**src/hw/rtl/value_noise_1d_core_defines.svh**
```systemverilog
// Assertion macros shared by the noise core
`ifndef VALUE_NOISE_1D_CORE_DEFINES_SVH
`define VALUE_NOISE_1D_CORE_DEFINES_SVH

// clocked check, masked while reset is held
`define VN1D_ASSERT(lbl, prop) \
    lbl: assert property (@(posedge i_clk) disable iff (!i_rst_n) prop) \
        else $error("vn1d check failed");

// clocked check that also runs through reset
`define VN1D_ASSERT_ANY(lbl, prop) \
    lbl: assert property (@(posedge i_clk) prop) else $error("vn1d check failed");

`endif

```
**src/hw/rtl/vn1d_pkg.sv**
```systemverilog
`default_nettype none
package vn1d_pkg;
    localparam int FRAC_BITS = 16;
    localparam int A_W       = 32 + FRAC_BITS;   // dividend magnitude width
    localparam int QD        = 4;                 // queue depth
    localparam int QP_W      = $clog2(QD);

    localparam logic [1:0] CFG_MIN_VALUE     = 2'd0;
    localparam logic [1:0] CFG_MAX_VALUE     = 2'd1;
    localparam logic [1:0] CFG_PERIOD_LENGTH = 2'd2;
    localparam logic [1:0] CFG_PHASE_OFFSET  = 2'd3;

    localparam logic [31:0] HASH_MUL  = 32'd15731;
    localparam logic [31:0] HASH_ADD  = 32'd789221;
    localparam logic [31:0] HASH_OFF  = 32'd1376312589;
    localparam logic [31:0] ONE30     = 32'h4000_0000;
    localparam logic [31:0] THREE30   = 32'hC000_0000;
    localparam logic [31:0] S32_MAX   = 32'h7FFF_FFFF;
    localparam logic [31:0] S32_MIN   = 32'h8000_0000;

    typedef struct packed {
        logic signed [31:0] min_value;
        logic signed [31:0] max_value;
        logic        [30:0] period_length;
        logic signed [31:0] phase_offset;
    } t_cfg;

    typedef struct packed {
        logic           neg;
        logic [A_W-1:0] mag;   // |num| or |num|-1 when negative
    } t_div_req;

    typedef struct packed {
        logic           vld;
        logic           neg;
        logic [A_W-1:0] quo;
    } t_div_res;
endpackage
`default_nettype wire

```
**src/hw/rtl/vn1d_front.sv**
```systemverilog
`default_nettype none
module vn1d_front (
    input  wire logic               i_clk,
    input  wire logic               i_rst_n,
    input  wire logic               i_cfg_we,
    input  wire logic [1:0]         i_cfg_idx,
    input  wire logic [31:0]        i_cfg_data,
    input  wire logic [31:0]        i_position,
    output vn1d_pkg::t_cfg          o_cfg,
    output vn1d_pkg::t_div_req      o_req
);
    vn1d_pkg::t_cfg r_cfg;

    logic signed [32:0] s_sum;
    logic        [32:0] s_abs;
    logic        [vn1d_pkg::A_W:0] s_num;

    always_ff @(posedge i_clk) begin
        if (!i_rst_n) begin
            r_cfg.min_value     <= '0;
            r_cfg.max_value     <= 32'sd1 <<< vn1d_pkg::FRAC_BITS;
            r_cfg.period_length <= 31'd1 << vn1d_pkg::FRAC_BITS;
            r_cfg.phase_offset  <= '0;
        end else if (i_cfg_we) begin
            unique case (i_cfg_idx)
                vn1d_pkg::CFG_MIN_VALUE:     r_cfg.min_value     <= i_cfg_data;
                vn1d_pkg::CFG_MAX_VALUE:     r_cfg.max_value     <= i_cfg_data;
                vn1d_pkg::CFG_PERIOD_LENGTH: r_cfg.period_length <= i_cfg_data[30:0];
                vn1d_pkg::CFG_PHASE_OFFSET:  r_cfg.phase_offset  <= i_cfg_data;
                default: ;
            endcase
        end
    end

    // floor division on magnitudes: negative numerators divide |num|-1, result is ~q
    always_comb begin
        s_sum = $signed({i_position[31], i_position}) +
                $signed({r_cfg.phase_offset[31], r_cfg.phase_offset});
        s_abs = s_sum[32] ? 33'(-s_sum) : 33'(s_sum);
        s_num = {s_abs, {vn1d_pkg::FRAC_BITS{1'b0}}};
        o_req.neg = s_sum[32];
        o_req.mag = s_sum[32] ? vn1d_pkg::A_W'(s_num - 1'b1) : s_num[vn1d_pkg::A_W-1:0];
    end

    assign o_cfg = r_cfg;
endmodule
`default_nettype wire

```
**config.mk**
```make
export PLATFORM = sky130hd
export DESIGN_NAME = vn1d_front
export DESIGN_NICKNAME = d
export VERILOG_FILES = /design/src/hw/rtl/value_noise_1d_core_defines.svh /design/src/hw/rtl/vn1d_pkg.sv /design/src/hw/rtl/vn1d_front.sv
export SDC_FILE = /design/constraint.sdc
export NUM_CORES = 1
export LEC_CHECK = 0
export BUFFER_PORTS_ARGS = -buffer_cell sky130_fd_sc_hd__buf_2
export CORE_MARGIN = 2
export CORE_UTILIZATION = 55
export CTS_CLUSTER_SIZE = 16
export DETAILED_ROUTE_END_ITERATION = 16
export HOLD_SLACK_MARGIN = 0.12
export PLACE_DENSITY = 0.9
export SLEW_MARGIN = 15
export SYNTH_ARGS = -nofsm -noshare
export SYNTH_HDL_FRONTEND = slang
export SYNTH_SLANG_ARGS = --single-unit
```
**constraint.sdc**
```tcl
create_clock -name i_clk -period 7.9 [get_ports i_clk]
set_clock_uncertainty 0.1 [all_clocks]
set_input_delay 0.395 -clock i_clk [delete_from_list [all_inputs] [get_ports i_clk]]
set_output_delay 0.395 -clock i_clk [all_outputs]
set_load 0.05 [all_outputs]
```
; Yosys cells after proc, flatten, opt, wreduce, memory -nomap -nowiden
; Index checks and enable logic that the tools add are counted.
[classes]
n_lt_le_gt_ge = 0
n_mux = 2
eq_ne = 3
n_shift = 0
addsub = 3
div_mod_pow = 0
reduce_logical = 5
multipliers = 0
n_bitwise = 0
[ops]
columns = operator, count
row1 = $mux W48, 1
row2 = $sub A48 B1 Y48 const B, 1
row3 = $add A32 B32 Y33, 1
row4 = $mux W32, 1
row5 = $neg A32 Y32, 1
row6 = $reduce_and A2 Y1, 4
row7 = $eq A2 B2 Y1 const B, 2
row8 = $eq A2 B1 Y1 const B, 1
row9 = $logic_not A2 Y1, 1
[totals]
wordCells = 17
latch_bits = 0
rom_bits = 0
output_inout_bits = 176
input_bits = 69
ram_bits = 0
ff_bits = 127
mem_count = 0

; Logic depth before layout (Yosys ltp)
[depth]
ltp_word = 5
mapped_depth = 17
ltp_nobuf = 16

; Least setup slack after synthesis
; OpenSTA, ideal clock, no wires.
[synth_path]
path_type = register to output
startpoint = reg r_cfg, in the netlist o_cfg[9]
endpoint = out o_req[37] (netlist bit)
slack_ns = 2.257
required_time_ns = 7.405
path_buffers = 3
t_arrival_ns = 5.148
path_stages_with_launch = 14
cell_sequence = dfxtp_1 -> ha_1 -> buf_2 -> a21oi_1 -> o21ai_0 -> and2_1 -> o31ai_2 -> a31oi_4 -> inv_2 -> clkbuf_1 -> clkbuf_1 -> o21ai_0 -> xor2_1 -> o21ai_0
[synth_lines]
columns = element, line
row1 = start: declaration, vn1d_front.sv:12  ; vn1d_pkg::t_cfg r_cfg;
row2 = end: declaration, vn1d_front.sv:10  ; output vn1d_pkg::t_div_req o_req

==> results_tabular.tex <==
\begin{tabular}{lr}
\hline
Metric & Value \\
\hline
\multicolumn{2}{l}{\textbf{Worst setup path}} \\
Critical Path Start Type & flop \\
Sort of element at the end of the critical path & output pin \\
Arrival time of the worst setup path & 5.75 ns \\
Worst path top cell family by delay & compound AO/OA/AOI/OAI gates \\
Required time of the critical path & 7.40 ns \\
Worst path bufs/invs & 4 \\
Slack of the worst reg-to-reg path & 7.04 ns \\
Startpoint-to-endpoint class of the critical path & flop to output pin \\
CP max-delay cell & nor4\_2 \\
Startpoint of the lowest-slack register-to-register path & o\_cfg[31] \\
Cells traversed along the worst timing path & ha\_1 > inv\_1 > fa\_1 > nand2b\_1 > a21boi\_2 > o21a\_1 > o31ai\_2 > a31oi\_4 > buf\_4 > inv\_2 > o221ai\_1 > o2111a\_1 > nand3\_1 > nor4\_2 > o2111ai\_2 > nor3\_1 > xor2\_1 > buf\_2 \\
Max incr delay on CP & 0.52 ns \\
Maximum fanout count along the critical path & 40 \\
Start point of the critical path & o\_cfg[0] \\
\multicolumn{2}{l}{\textbf{Floorplanning}} \\
Area of the die & 17200 um\^{}2 \\
Area inside the core boundary & 15800 um\^{}2 \\
Horizontal die dimension & 131 um \\
Cell row count & 46 \\
I/O pin total & 245 \\
Initial cell density of the core & 56.2\% \\
Y dimension of the die & 131 um \\
\multicolumn{2}{l}{\textbf{Cells and area}} \\
Net count, final & 1474 \\
Ratio of cells with drive above 1 in the final layout & 23.3\% \\
Max FFs per register & 127 \\
Leading cell type in the layout, fill and taps excluded & nand2\_1 \\
Layout Area Growth over Synthesis & 19.5\% \\
Leading cell types in the layout, fill and taps excluded & 324 x nand2\_1, 244 x buf\_2, 127 x a21boi\_0, 127 x dfxtp\_1, 54 x nor2\_1 \\
\multicolumn{2}{l}{\textbf{Clock network}} \\
Number of H-tree levels & 4 \\
Clk Latency, worst-skew pair & 0.41 ns \\
Clock tree from TritonCTS & yes \\
Clock buffers created by TritonCTS & 17 \\
Resize count post-CTS & 0 \\
Clk slew on worst S/H paths & 0.06 ns \\
Root buffer cell & clkbuf\_16 \\
Count of buffers added by post-CTS timing repair for setup & 0 \\
\# clock sinks & 127 \\
Number of hold buffers added after cts & 0 \\
Max Root-Sink Buffers & 2 \\
\multicolumn{2}{l}{\textbf{Global routing}} \\
Initial antenna violation count & 1 \\
Pin count of the biggest net entering global routing & 68 \\
Total grt overflow & 0 \\
Global router's overall resource usage & 30.3\% \\
Vias in the first global route & 8762 \\
Wire length of the first global-routing pass & 43600 um \\
\multicolumn{2}{l}{\textbf{Min path}} \\
Worst min path class & primary input to flop \\
Hold wc startpoint & i\_cfg\_data[16] \\
\multicolumn{2}{l}{\textbf{Synthesis}} \\
Total of flip-flops plus latches after synthesis & 127 \\
Combined area of all synthesized cells & 8890 um\^{}2 \\
Most used DFF post-synth & dfxtp\_1 \\
Yosys synthesis warning count & 0 \\
Syn nets & 1283 \\
Number of enable flip-flop cells after synthesis & 0 \\
Async SR Flop Fraction & 0\% \\
Average size of a mapped cell & 7.53 um\^{}2 \\
Synth cell types & 89 \\
Gate Count Post-Synth & 1180 \\
Post-synthesis sequential area ratio & 28.6\% \\
\multicolumn{2}{l}{\textbf{Placement}} \\
Number of input and output port buffers inserted & 244 \\
Half-perimeter wire length of the detailed placement result & 20200 um \\
Final weighted congestion of routability-driven global placement & 0.949 \\
Worst slack, placed & 2.04 ns \\
\multicolumn{2}{l}{\textbf{STA}} \\
Final Critical Period & 6.24 ns \\
Rel. slew slack & 22.4\% \\
Share of the cycle needed by the critical path after routing & 79.0\% \\
Final hold violations & 0 \\
Final setup slack of the worst path & 1.66 ns \\
Final count of pins violating max slew & 0 \\
Achievable Freq & 0.160 GHz \\
Setup total negative slack & 0 ns \\
Setup repair after global routing missed its margin & no \\
Setup-violating endpoint count in the final report & 0 \\
Slew at the pin closest to its max-slew limit & 1.16 ns \\
\multicolumn{2}{l}{\textbf{Power and ir drop}} \\
Leakage Power & 4.52 nW \\
Final total power & 2.10 mW \\
Power density cells & 198 nW/um\^{}2 \\
Worst supply voltage drop on vdd & 0.000215 V \\
\multicolumn{2}{l}{\textbf{Detailed routing}} \\
Routed wire length & 27100 um \\
Via count & 9394 \\
Post-detailed-route via-to-cell ratio & 5.87 \\
Number of nets still failing antenna checks after routing & 0 \\
Detailed Routing Iterations Pass 1 & 7 \\
Drc violations & 0 \\
Post-detailed-route wirelength per cell & 17.0 um \\
DRC marker count from the first detailed-route iteration & 795 \\
\multicolumn{2}{l}{\textbf{Job}} \\
Max-cap violations & 0 \\
\multicolumn{2}{l}{\textbf{Run status}} \\
Run status & finished clean \\
\hline
\end{tabular}
## stage by stage
stage | area (um^2) | hold slack, ns | util, % | std cells
floorplan | 8890 | 0.419 | - | 1180
detailed placement | 10100 | 0.353 | 63.7 | 1568
finish | 10600 | 0.169 | 67.1 | 1601
global route | 10600 | 0.166 | 67.1 | 1601
CTS | 10600 | 0.154 | 67.1 | 1600
global placement | 10100 | 0.347 | 63.7 | 1568
## per-layer routing
layer  wire length [um]  track usage, %
met1              11200            37.0
met4                566            9.60
met3               2170            7.45
met5                  0               0
met2              13200            52.5
## area by class of cell
type | instances | area, um^2
antenna | 1 | 2.50
clock buffer | 18 | 429
clock inverter | 14 | 119
fill | 1348 | 5200
inverter | 14 | 52.6
multi-input combinational | 960 | 5940
sequential | 127 | 2540
tap | 216 | 270
timing repair buffer | 251 | 1270
## cell families (layout without fill, tap and decap cells)
kind of cell | count (synthesis) | in the layout | synth area share (%)
xor gates and xnor gates | 65 | 65 | 6.57
other | 0 | 1 | 0
adders and majority gates | 34 | 34 | 4.87
muxes | 7 | 7 | 0.830
buffers and inverters | 93 | 297 | 4.71
AOI/OAI and AO/OA | 350 | 350 | 29.2
and+or+nand+nor | 504 | 504 | 25.2
DFF | 127 | 127 | 28.6
## tightest hold or removal path: stages
cell and delay, ns:
buf_2 0.13, nand2_1 0.06, nand3_1 0.07
## synthesized netlist by cell type, types with 13 or more instances
| master | count | share of area, % |
|---|---|---|
| nor2_1 | 56 | 2.4 |
| dfxtp_1 | 127 | 29 |
| clkbuf_1 | 54 | 2.3 |
| o211ai_1 | 16 | 1.4 |
| buf_4 | 16 | 1.4 |
| xnor2_1 | 47 | 4.6 |
| nand2_1 | 324 | 14 |
| ha_1 | 33 | 4.6 |
| xor2_1 | 16 | 1.6 |
| a21boi_0 | 127 | 11 |
| nand3_1 | 24 | 1.4 |
| inv_1 | 13 | 0.55 |
| nor3_1 | 26 | 1.5 |
| a21oi_1 | 49 | 2.8 |
| o21ai_0 | 37 | 2.1 |
## power breakdown
group	total, mW	switching, mW	leakage [nW]	internal, mW
sequential	0.675	0.0130	1.03	0.662
combinational	0.692	0.503	3.23	0.189
clock	0.734	0.303	0.258	0.431
total	2.10	0.819	4.52	1.28
## worst paths after layout
check	cells past startpoint	end
worst min-delay path	3	o_cfg[48]
worst max register to register	2	o_cfg[31]
worst max-delay path	18	o_req[46]
worst min register to register	2	o_cfg[104]
(Power assumes the default switching activity.)
