<file path="config.mk">
export PLATFORM = sky130hd
export DESIGN_NAME = vn1d_queue
export DESIGN_NICKNAME = d
export VERILOG_FILES = /design/src/hw/rtl/vn1d_pkg.sv /design/src/hw/rtl/vn1d_queue.sv
export VERILOG_INCLUDE_DIRS = /design/src /design/src/hw/rtl
export SDC_FILE = /design/constraint.sdc
export NUM_CORES = 1
export LEC_CHECK = 0
export ABC_AREA = 1
export BUFFER_PORTS_ARGS = -buffer_cell sky130_fd_sc_hd__buf_4
export CORE_MARGIN = 2
export CORE_UTILIZATION = 57
export DETAILED_ROUTE_END_ITERATION = 6
export PLACE_DENSITY = 0.79
export SLEW_MARGIN = 20
export SYNTH_ARGS = -nofsm -noshare
export SYNTH_HDL_FRONTEND = slang
export SYNTH_SLANG_ARGS = --single-unit
</file>
<file path="constraint.sdc">
create_clock -name i_clk -period 2.4 [get_ports i_clk]
set_clock_uncertainty 0.1 [all_clocks]
set_input_delay 0.24 -clock i_clk [delete_from_list [all_inputs] [get_ports i_clk]]
set_output_delay 0.24 -clock i_clk [all_outputs]
set_load 0.05 [all_outputs]
</file>
<file path="src/hw/rtl/value_noise_1d_core_defines.svh">
// Assertion macros shared by the noise core
`ifndef VALUE_NOISE_1D_CORE_DEFINES_SVH
`define VALUE_NOISE_1D_CORE_DEFINES_SVH

// clocked check, masked while reset is held
`define VN1D_ASSERT(lbl, prop) \
    lbl: assert property (@(posedge i_clk) disable iff (!i_rst_n) prop) \
        else $error("vn1d check failed");

// clocked check that also runs through reset
`define VN1D_ASSERT_ANY(lbl, prop) \
    lbl: assert property (@(posedge i_clk) prop) else $error("vn1d check failed");

`endif

</file>
<file path="src/hw/rtl/vn1d_pkg.sv">
`default_nettype none
package vn1d_pkg;
    localparam int FRAC_BITS = 16;
    localparam int A_W       = 32 + FRAC_BITS;   // dividend magnitude width
    localparam int QD        = 4;                 // queue depth
    localparam int QP_W      = $clog2(QD);

    localparam logic [1:0] CFG_MIN_VALUE     = 2'd0;
    localparam logic [1:0] CFG_MAX_VALUE     = 2'd1;
    localparam logic [1:0] CFG_PERIOD_LENGTH = 2'd2;
    localparam logic [1:0] CFG_PHASE_OFFSET  = 2'd3;

    localparam logic [31:0] HASH_MUL  = 32'd15731;
    localparam logic [31:0] HASH_ADD  = 32'd789221;
    localparam logic [31:0] HASH_OFF  = 32'd1376312589;
    localparam logic [31:0] ONE30     = 32'h4000_0000;
    localparam logic [31:0] THREE30   = 32'hC000_0000;
    localparam logic [31:0] S32_MAX   = 32'h7FFF_FFFF;
    localparam logic [31:0] S32_MIN   = 32'h8000_0000;

    typedef struct packed {
        logic signed [31:0] min_value;
        logic signed [31:0] max_value;
        logic        [30:0] period_length;
        logic signed [31:0] phase_offset;
    } t_cfg;

    typedef struct packed {
        logic           neg;
        logic [A_W-1:0] mag;   // |num| or |num|-1 when negative
    } t_div_req;

    typedef struct packed {
        logic           vld;
        logic           neg;
        logic [A_W-1:0] quo;
    } t_div_res;
endpackage
`default_nettype wire

</file>
<file path="src/hw/rtl/vn1d_queue.sv">
`default_nettype none
`include "value_noise_1d_core_defines.svh"
module vn1d_queue (
    input  wire logic               i_clk,
    input  wire logic               i_rst_n,
    input  wire logic               i_push,
    input  vn1d_pkg::t_div_req      i_req,
    output logic                    o_full,
    input  wire logic               i_pop,
    output logic                    o_empty,
    output vn1d_pkg::t_div_req      o_req
);
    vn1d_pkg::t_div_req            r_mem [vn1d_pkg::QD];
    logic [vn1d_pkg::QP_W-1:0]     r_wp, r_rp;
    logic [vn1d_pkg::QP_W:0]       r_count;

    always_ff @(posedge i_clk) begin
        if (i_push) begin
            r_mem[r_wp] <= i_req;
        end
    end

    always_ff @(posedge i_clk) begin
        if (!i_rst_n) begin
            r_wp    <= '0;
            r_rp    <= '0;
            r_count <= '0;
        end else begin
            if (i_push) r_wp <= r_wp + 1'b1;
            if (i_pop)  r_rp <= r_rp + 1'b1;
            r_count <= r_count + (vn1d_pkg::QP_W+1)'(i_push) - (vn1d_pkg::QP_W+1)'(i_pop);
        end
    end

    assign o_full  = (r_count == (vn1d_pkg::QP_W+1)'(vn1d_pkg::QD));
    assign o_empty = (r_count == '0);
    assign o_req   = r_mem[r_rp];

    `VN1D_ASSERT(a_q_bound, r_count <= (vn1d_pkg::QP_W+1)'(vn1d_pkg::QD))
    `VN1D_ASSERT(a_q_no_underrun, i_pop |-> !o_empty)
    `VN1D_ASSERT(a_q_fill, (i_push && !i_pop) |=> r_count == $past(r_count) + 1'b1)
endmodule
`default_nettype wire

</file>
## After elaboration in Yosys (flattened, before gate mapping)

Memory sizes are Yosys's and may differ from the RTL's. A register that Yosys moved wholly into a read port is not among the register bits.
Index checks and enable logic that the tools add are counted.
Widths: inputs -> output; s select.

- Register bits after elaboration: 7
- RAM bits: 196
- Input port bits: 53
- Output and inout bits: 51
- Memories kept: 1

- Add/sub/neg operators: 4
- Equal/unequal tests: 1
- Mux-type cells: 4
- Reductions and logical operators: 1

Memory list:

| name | words | width | read ports | clocked after memory_dff | write ports | line | source |
|---|---|---|---|---|---|---|---|
| r_mem | 4 | 49 | 1 | 1 | 1 | vn1d_queue.sv:13 | `vn1d_pkg::t_div_req r_mem [vn1d_pkg::QD];` |

Operators by type and width:

| kind | number |
|---|---|
| $add 2x1->2 const B | 2 |
| $mux 2 | 2 |
| $add 3x1->3 | 1 |
| $eq 3x3->1 const B | 1 |
| $logic_not 3->1 | 1 |
| $sub 3x1->3 | 1 |
| $mux 1 | 2 |

## Longest topological paths before layout

Gate-level depths: netlist of run 1.

- Depth in word-level cells: 3
- Gate-level depth with buffers: 9
- Mapped depth without buffers: 9

## Worst setup path after synthesis of run 1

OpenSTA, ideal clock, no wires.

- Kind: flip-flop to flip-flop
- Start: register r_wp[0] (netlist name)
- End: memory r_mem[2][0] (netlist name), enable pin
- Arrival time: 1.546 ns
- Data required time: 1.897 ns
- Slack: 0.350 ns
- Cell stages (with the launch flop): 5
- Path buffers: 0
- Clock period less this slack: 2.050 ns
- Cell sequence: dfxtp_1 > inv_1 > ha_1 > nand2_1 > inv_1

RTL lines:

| what | line | source |
|---|---|---|
| start: declaration | vn1d_queue.sv:14 | `logic [vn1d_pkg::QP_W-1:0] r_wp, r_rp;` |
| start signal: assignment | vn1d_queue.sv:29 | `if (i_push) r_wp <= r_wp + 1'b1;` |
| end: declaration | vn1d_queue.sv:13 |  |

Straight into the memory's write port.

==> flow_metrics.tcl, run 1 <==
set metrics [dict create \
    ant_nets 0 \
    outcome "completed" \
    slew-limit-headroom 0.673 \
    vdd_drop_max_uv 718 \
    first_iter_violations 392 \
    tritoncts.num_buffers 20 \
    number_of_global_route_vias_before_repair 5044 \
    place.detailed.instances 893 \
    min_path_type "register to register" \
    max-cap-violations 0 \
    gp_routability_congestion 0.763 \
    vias_per_cell 5.27 \
    timing.rr.start "r_count[0]" \
    seqCellArea_um2 6070 \
    areaGrowthSynthToFinish_pct 26.1 \
    clockBufferDepth 3 \
    finalSetupTns_ns 0 \
    finalHoldViolCount 0 \
    timing.critical_path.fanout_max 39 \
    core_area_um2 13900 \
    cp-end-kind "primary output" \
    layout.cells.most_common_list "196 x sky130_fd_sc_hd__edfxtp_1, 115 x sky130_fd_sc_hd__buf_4, 110 x sky130_fd_sc_hd__inv_1" \
    power.density_nw_per_um2 836 \
    drive_above_1_share 0.192 \
    multiInputGateArea_um2 1430 \
    drc_errors 0 \
    globalRoute.totalOverflow 0 \
    largest_net_degree_at_the_start_of_global_routing 61 \
    maximum_level_of_the_cts_h_tree 1 \
    clkSinkCount 205 \
    clk_latency_ns 0.49 \
    syn_nets 688 \
    start_kind "register" \
    std_cell_rows 43 \
    detailroute.via_count 5180 \
    layout.cells.most_common "sky130_fd_sc_hd__edfxtp_1" \
    grt_use_total 0.205 \
    setup_viol_count_final 0 \
    timing_max_transition_violations_final 0 \
    routed_wire_length_per_instance_um 15.9 \
    hold_path_startpoint "r_rp[1]" \
    max_slew.worst_pin.slew_ns 0.490 \
    worst-endpoint-arrival_ns 1.88 \
    floorplan.initialDensity 0.585 \
    path_clk_slew_ns 0.07 \
    netlist.area_leader.share 0.722 \
    layoutNonFillerInstCount 983 \
    netlist-cell-type-count 17 \
    finish.net_count 849 \
    synth-xor-area-share 0 \
    routed_wl_um 15700 \
    drtPass1Iterations 4 \
    synth-simple-area-share 0.0519 \
    synth_top_cells_by_area "sky130_fd_sc_hd__edfxtp_1 72%, sky130_fd_sc_hd__inv_1 5.2%, sky130_fd_sc_hd__nand2_1 5.0%" \
    netlist.top_cell.by_area "sky130_fd_sc_hd__edfxtp_1" \
    max_clock_freq_mhz 451 \
    dieArea_um2 15300 \
    clk_root_buffer_cell "sky130_fd_sc_hd__clkbuf_16" \
    n_antenna_cell 0 \
    critPathKind "register to primary output" \
    ios 104 \
    ys_seq_elements 205 \
    dominant_combinational_cell_family_by_area_after_synthesis "compound AO/OA/AOI/OAI gates" \
    grt_setup_unrepaired "false" \
    tritoncts "done" \
    die-height_um 124 \
    synth.mux.area_fraction 0 \
    syn-mean-instance-area_um2 13.0 \
    synth-adder-area-share 0.0117 \
    part_of_the_yosys_area_used_for_sequential_elements 0.744 \
    numPortBuffers 103 \
    grt_first_pass_wirelength_um 24100 \
    synth_compound_gate_area_share 0.111 \
    finalWorstPathRequiredPeriod_ns 2.22 \
    number_of_instances_in_the_synthesized_netlist 628 \
    yosys_warnings 0 \
    synth_area_um2 8150 \
    initial_antenna_violation_count 0 \
    timing.final.crit_share 0.924 \
    setup.reg_to_reg.worst_slack_ns 0.60 \
    fillerInstances 876 \
    dpl.hpwl_um 9120 \
    die_width_um 124 \
    timing.critical_path.required_ns 2.06 \
    total_leakage_power_uw 0.00410 \
]
## where the power goes
group	switching, µW	total, µW	internal, µW
combinational	896	1320	426
clock	1260	3120	1860
sequential	65.9	4160	4090
total	2220	8600	6380
## path summary, 6_finish.rpt
check | to | cells after the start
worst max-delay path | o_req[24] | 5
worst min-delay path | register | 2
worst max register to register | r_count[2] | 9
worst min register to register | register | 2
## state kept, by name, indices dropped and copies added, names as in the netlist, named ones only
name     flops
r_count      3
r_mem      196
r_rp         2
r_wp         2
## timing repair
| item | in CTS | in global routing |
|---|---|---|
| hold buffers | 53 | 0 |
| endpoints found under the hold margin | 205 | 0 |
| resized for setup | 0 | 0 |
| buffers inserted | 0 | 1 |
| endpoints found under the setup margin | 0 | 3 |
## cells by family after synthesis
| kind of cell | count (synthesis) |
|---|---|
| AOI/OAI and AO/OA | 157 |
| and+or+nand+nor | 112 |
| adders and majority gates | 7 |
| DFF | 205 |
| buffers and inverters | 147 |
## synth_stat cells
cell type,n
sky130_fd_sc_hd__o21ai_1,15
sky130_fd_sc_hd__clkbuf_1,6
sky130_fd_sc_hd__a21oi_1,55
sky130_fd_sc_hd__nand3_1,1
sky130_fd_sc_hd__buf_4,8
sky130_fd_sc_hd__ha_1,6
sky130_fd_sc_hd__buf_2,10
sky130_fd_sc_hd__fa_1,1
sky130_fd_sc_hd__o211ai_1,49
sky130_fd_sc_hd__nor2_1,2
sky130_fd_sc_hd__buf_6,9
sky130_fd_sc_hd__o21ai_0,38
sky130_fd_sc_hd__inv_1,114
sky130_fd_sc_hd__nor3_1,1
sky130_fd_sc_hd__dfxtp_1,9
sky130_fd_sc_hd__nand2_1,108
sky130_fd_sc_hd__edfxtp_1,196
## worst max-delay path, stage by stage (launching register included)
cell and delay (ns):
sky130_fd_sc_hd__dfxtp_4 0.63, sky130_fd_sc_hd__buf_4 0.31, sky130_fd_sc_hd__a21oi_1 0.06, sky130_fd_sc_hd__o21ai_0 0.08, sky130_fd_sc_hd__nand2_1 0.09, sky130_fd_sc_hd__buf_4 0.20
## metal layers
| layer | part of all wire | wire length (µm) | global-route usage | vias to the layer above |
|---|---|---|---|---|
| li1 | - | - | - | 2489 |
| met1 | 0.39 | 6160 | 0.247 | 2512 |
| met2 | 0.53 | 8320 | 0.372 | 151 |
| met3 | 0.057 | 894 | 0.0389 | 28 |
| met4 | 0.018 | 285 | 0.0689 | 0 |
| met5 | 0 | 0 | 0 | - |
## cell type report
| cell class | instances | share of cell area |
|---|---|---|
| Tap cell | 180 | 0.0219 |
| Sequential cell | 205 | 0.591 |
| Clock buffer | 23 | 0.0498 |
| Clock inverter | 13 | 0.0145 |
| Timing Repair Buffer | 172 | 0.143 |
| Inverter | 114 | 0.0416 |
| Multi-Input combinational cell | 276 | 0.139 |
## through the flow
step / total power [µW] / setup WS (ns) / instance area (µm²) / hold slack, ns / utilization
floorplan: 5060 / 0.350 / 8150 / 0.232 / -
global placement: 5430 / 0.695 / 9080 / 0.335 / 0.651
detailed placement: 5480 / 0.645 / 9080 / 0.342 / 0.651
CTS: 8640 / 0.112 / 10300 / 0.377 / 0.737
global route: 8900 / 0.0492 / 10300 / 0.386 / 0.738
finish: 8600 / 0.183 / 10300 / 0.392 / 0.738
No activity file was read; power rests on OpenSTA's default activity.
==> run 2: changes to the inputs <==
--- a/config.mk
+++ b/config.mk
@@ -12,6 +12,7 @@
 export CORE_UTILIZATION = 57
 export DETAILED_ROUTE_END_ITERATION = 6
 export PLACE_DENSITY = 0.79
+export REMOVE_ABC_BUFFERS = 1
 export SLEW_MARGIN = 20
 export SYNTH_ARGS = -nofsm -noshare
 export SYNTH_HDL_FRONTEND = slang
==> run 2 against run 1 <==
Critical path depth is the same. Clock-buffer cell count grew 6. Largest cell class unchanged. Critical endpoint is now o_req[12]. Die area is the same.
==> flow_metrics.tcl, run 2 (synthesis results as in run 1) <==
set metrics [dict create \
    drive_above_1_share 0.188 \
    setup_slack_ns 0.163 \
    globalRoute.totalOverflow 0 \
    top_register "r_mem" \
    ios 104 \
    routed_wl_um 15500 \
    layout.cells.most_common_list "196 x sky130_fd_sc_hd__edfxtp_1, 114 x sky130_fd_sc_hd__buf_4, 110 x sky130_fd_sc_hd__inv_1" \
    grt_use_total 0.204 \
    die-height_um 124 \
    core_area_um2 13900 \
    path_clk_slew_ns 0.06 \
    start_kind "register" \
    worst-endpoint-arrival_ns 1.90 \
    max_clock_freq_mhz 447 \
    clk_latency_ns 0.47 \
    swShare 0.260 \
    slew-limit-headroom 0.687 \
    dieArea_um2 15300 \
    power.density_nw_per_um2 814 \
    number_of_global_route_vias_before_repair 5212 \
    largest_reg_flops 196 \
    switching_power_uw 2160 \
    finish.net_count 849 \
    biggestRegsByFlops "r_mem x196, r_count x3" \
    timing.critical_path.required_ns 2.06 \
    vias_per_cell 5.21 \
    clkSinkCount 205 \
    routed_wire_length_per_instance_um 15.8 \
    n_antenna_cell 0 \
    critPathKind "register to primary output" \
    ant_nets 0 \
    outcome "completed" \
    timing.critical_path.fanout_max 28 \
    p_comb_frac 0.160 \
    grt_setup_unrepaired "false" \
    clk_root_buffer_cell "sky130_fd_sc_hd__clkbuf_16" \
    finalWorstPathRequiredPeriod_ns 2.24 \
    internal_pwr_total_uw 6160 \
    max_slew.worst_pin.slew_ns 0.470 \
    timing_max_transition_violations_final 0 \
    vdd_drop_max_uv 647 \
    die_width_um 124 \
    finalHoldViolCount 0 \
    initial_antenna_violation_count 0 \
    post_dp_cell_area_um2 9090 \
    grt_first_pass_wirelength_um 24100 \
    maximum_level_of_the_cts_h_tree 1 \
    drtPass1Iterations 4 \
    setup_viol_count_final 0 \
    floorplan.initialDensity 0.585 \
    cp-end-kind "primary output" \
    clockBufferDepth 3 \
    largest_net_degree_at_the_start_of_global_routing 69 \
    detailroute.via_count 5114 \
    tritoncts.num_buffers 21 \
    layout.core_utilization 0.734 \
    layout.cells.most_common "sky130_fd_sc_hd__edfxtp_1" \
    gp_routability_congestion 0.716 \
    min_path_type "input port to register" \
    cts_repair_resize_count 0 \
    areaGrowthSynthToFinish_pct 25.3 \
    finalInstanceArea_um2 10200 \
    pre_cts_slack_ns 0.578 \
    drc_errors 0 \
    timing.final.crit_share 0.932 \
    share_seq_of_total_power 0.500 \
    std_cell_rows 43 \
    first_iter_violations 339 \
    total_leakage_power_uw 0.00407 \
    share_clk_of_total_power 0.341 \
    dpl.hpwl_um 8720 \
    numPortBuffers 103 \
    tritoncts "done" \
    max-cap-violations 0 \
]
run 2: cell count changes in the layout (fill, tap and decap cells not counted), sizes merged:
cell         delta
dlygate4sd3     -1
bufinv          -3
clkbuf          +6
clkinv          -2
clkinvlp        -1
run 2: layout make-up:
cell class / count / area [µm²]
clock buffers: 29 / 566
clock inverters: 7 / 31.3
fillers: 905 / 3710
inverters: 114 / 428
multi-input cells: 276 / 1430
flip-flops and latches: 205 / 6070
well taps: 180 / 225
repair buffers: 171 / 1470
run 2: power groups by stage:
| stage | Clock, µW | Combinational, µW | Sequential (µW) |
|---|---|---|---|
| after floorplan | 0 | 759 | 4270 |
| after global placement | 0 | 1210 | 4230 |
| after detailed placement | 0 | 1240 | 4240 |
| after CTS | 2900 | 1320 | 4160 |
| after global routing | 3050 | 1430 | 4170 |
| final | 2830 | 1330 | 4160 |
run 2: worst paths after layout:
kind / start / endpoint / slack, ns / depth (start not counted)
hold reg to reg: r_rp[0] / r_rp[0] / 0.39 / 1
hold / removal: i_push / r_wp[1] / 0.02 / 3
setup / recovery: register / o_req[12] / 0.16 / 5
setup reg to reg: r_count[0] / r_count[2] / 0.64 / 9
run 2: routing by layer:
metal | track usage | wire [µm] | vias up | part of all wire
met5 | 0 | 0 | - | 0
met4 | 0.0568 | 218 | 0 | 0.014
met3 | 0.0481 | 897 | 20 | 0.058
met2 | 0.376 | 8230 | 124 | 0.53
met1 | 0.238 | 6190 | 2483 | 0.40
li1 | - | - | 2487 | -
run 2: critical path, cell delays in order (launching register included):
cell and delay [ns]:
sky130_fd_sc_hd__dfxtp_4 0.55, sky130_fd_sc_hd__buf_4 0.35, sky130_fd_sc_hd__a21oi_1 0.12, sky130_fd_sc_hd__o21ai_0 0.11, sky130_fd_sc_hd__nand2_1 0.09, sky130_fd_sc_hd__buf_4 0.20
run 2: stage by stage:
stage | setup TNS (ns) | instances | hold WS, ns | power (µW)
CTS | 0 | 981 | 0.000639 | 8380
finish | 0 | 982 | 0.0220 | 8320
global route | 0 | 982 | 0.0217 | 8650
detailed placement | 0 | 893 | 0.342 | 5480
floorplan | -99.07 | 595 | 0.232 | 5030
global placement | 0 | 893 | 0.338 | 5430
run 2: timing repair:
item                       in CTS  in global routing
hold buffers                   52                  0
hold endpoints to repair      204                  0
setup endpoints to repair       0                 23
buffers inserted                0                  1
==> run 3: changes to the inputs <==
--- a/config.mk
+++ b/config.mk
@@ -11,6 +11,7 @@
 export CORE_MARGIN = 2
 export CORE_UTILIZATION = 57
 export DETAILED_ROUTE_END_ITERATION = 6
+export MAX_ROUTING_LAYER = met4
 export PLACE_DENSITY = 0.79
 export REMOVE_ABC_BUFFERS = 1
 export SLEW_MARGIN = 20
==> run 3 against run 2 <==
Clock power hardly changed. Register-to-register slack is essentially flat. Clock-buffer cell count is the same. Sequential power hardly changed. Sequential share of layout area did not move. Sequential cell count is the same. Via count fell by 0.53%. Die area unchanged. Hold slack worse by 0.0021 ns. Utilization is the same. Largest cell class unchanged.
==> flow_metrics.tcl, run 3 (synthesis results as in run 1) <==
set metrics [dict create \
    clkSinkCount 205 \
    first_iter_violations 343 \
    routed_wl_um 15500 \
    largest_net_degree_at_the_start_of_global_routing 69 \
    clk_root_buffer_cell "sky130_fd_sc_hd__clkbuf_16" \
    max-cap-violations 0 \
    drtPass1Iterations 4 \
    ios 104 \
    die-height_um 124 \
    areaGrowthSynthToFinish_pct 25.3 \
    layout.cells.most_common "sky130_fd_sc_hd__edfxtp_1" \
    start_kind "register" \
    total_leakage_power_uw 0.00407 \
    floorplan.initialDensity 0.585 \
    finalHoldViolCount 0 \
    biggestRegsByFlops "r_mem x196, r_count x3" \
    max_slew.worst_pin.slew_ns 0.468 \
    worst-endpoint-arrival_ns 1.90 \
    grt_setup_unrepaired "false" \
    layout.core_utilization 0.734 \
    critical_path.slowest_cell "sky130_fd_sc_hd__dfxtp_4" \
    dpl.hpwl_um 8720 \
    maximum_level_of_the_cts_h_tree 1 \
    n_antenna_cell 0 \
    grt_first_pass_wirelength_um 24100 \
    drive_above_1_share 0.188 \
    cts_repair_resize_count 0 \
    die_width_um 124 \
    std_cell_rows 43 \
    worst_path_top_cell_family_by_delay "flip-flops" \
    dieArea_um2 15300 \
    crit_path_frequent_cell "sky130_fd_sc_hd__buf_4" \
    cp-end-kind "primary output" \
    hold_path_startpoint "i_push" \
    critPathKind "register to primary output" \
    finalWorstPathRequiredPeriod_ns 2.24 \
    timing.critical_path.fanout_max 28 \
    globalRoute.totalOverflow 0 \
    whs_ns 0.0199 \
    vias_per_cell 5.18 \
    timing.final.crit_share 0.935 \
    vdd_drop_max_uv 647 \
    timing.critical_path.required_ns 2.06 \
    detailroute.via_count 5087 \
    ant_nets 0 \
    tritoncts.num_buffers 21 \
    path_clk_slew_ns 0.06 \
    routed_wire_length_per_instance_um 15.8 \
    setup_viol_count_final 0 \
    setup.reg_to_reg.worst_slack_ns 0.63 \
    timing_max_transition_violations_final 0 \
    clk_latency_ns 0.48 \
    core_area_um2 13900 \
    largest_reg_flops 196 \
    drc_errors 0 \
    finalSetupTns_ns 0 \
    slew-limit-headroom 0.688 \
    cp_num_buf_inv 2 \
    tritoncts "done" \
    timing.rr.start "r_count[0]" \
    initial_antenna_violation_count 0 \
    worstPathCellList "buf_4 -> a21oi_1 -> o21ai_0 -> nand2_1 -> buf_4" \
    numPortBuffers 103 \
    finish.net_count 849 \
    gp_routability_congestion 0.724 \
    min_path_type "input port to register" \
    outcome "completed" \
    max_clock_freq_mhz 446 \
    top_register "r_mem" \
    number_of_global_route_vias_before_repair 5208 \
    clockBufferDepth 3 \
    power.density_nw_per_um2 815 \
    layout.cells.most_common_list "196 x sky130_fd_sc_hd__edfxtp_1, 114 x sky130_fd_sc_hd__buf_4, 110 x sky130_fd_sc_hd__inv_1" \
    critical-path-max-stage-delay_ns 0.55 \
    grt_use_total 0.210 \
]
run 3: cell counts in the layout (fill, tap and decap cells not counted):
Identical to the previous run, type by type.
run 3: routing by layer:
metal	GRT usage	wire (µm)	vias to the layer above
li1	-	-	2487
met1	0.241	6140	2444
met2	0.374	8180	136
met3	0.0481	987	20
met4	0.0568	216	0
met5	-	0	-
run 3: layout make-up:
type | instances | area, µm²
Clock buffer | 29 | 566
Clock inverter | 7 | 31.3
Fill cell | 905 | 3710
Inverter | 114 | 428
Multi-Input combinational cell | 276 | 1430
Sequential cell | 205 | 6070
Tap cell | 180 | 225
Timing Repair Buffer | 171 | 1470
run 3: stage by stage:
step                      setup WS, ns  instances  area [µm²]  power, µW
final                            0.156        982       10200       8330
after global routing            0.0222        982       10200       8650
after detailed placement         0.578        893        9090       5480
after floorplan                  -2.04        595        7920       5030
after CTS                       0.0273        981       10200       8380
after global placement           0.609        893        9090       5430
run 3: power by group:
group	switching, µW	internal (µW)	total (µW)
registers	65.6	4090	4160
clock network	1200	1640	2840
logic	898	431	1330
total	2170	6160	8330
run 3: tightest hold or removal path: cells and delay by family:
family,cells,cell delay (ns)
buffers and inverters,2,0.24
AO/OA/AOI/OAI,1,0.07
run 3: path summary, 6_finish.rpt:
check	end	cells past startpoint
worst min register to register	register	2
worst min-delay path	r_wp[1]	3
worst max register to register	r_count[2]	9
worst max-delay path	o_req[12]	5
run 3: timing repair:
action,in CTS,in global routing
setup endpoints to repair,0,25
endpoints found under the hold margin,204,0
buffers inserted,0,1
hold buffers,52,0
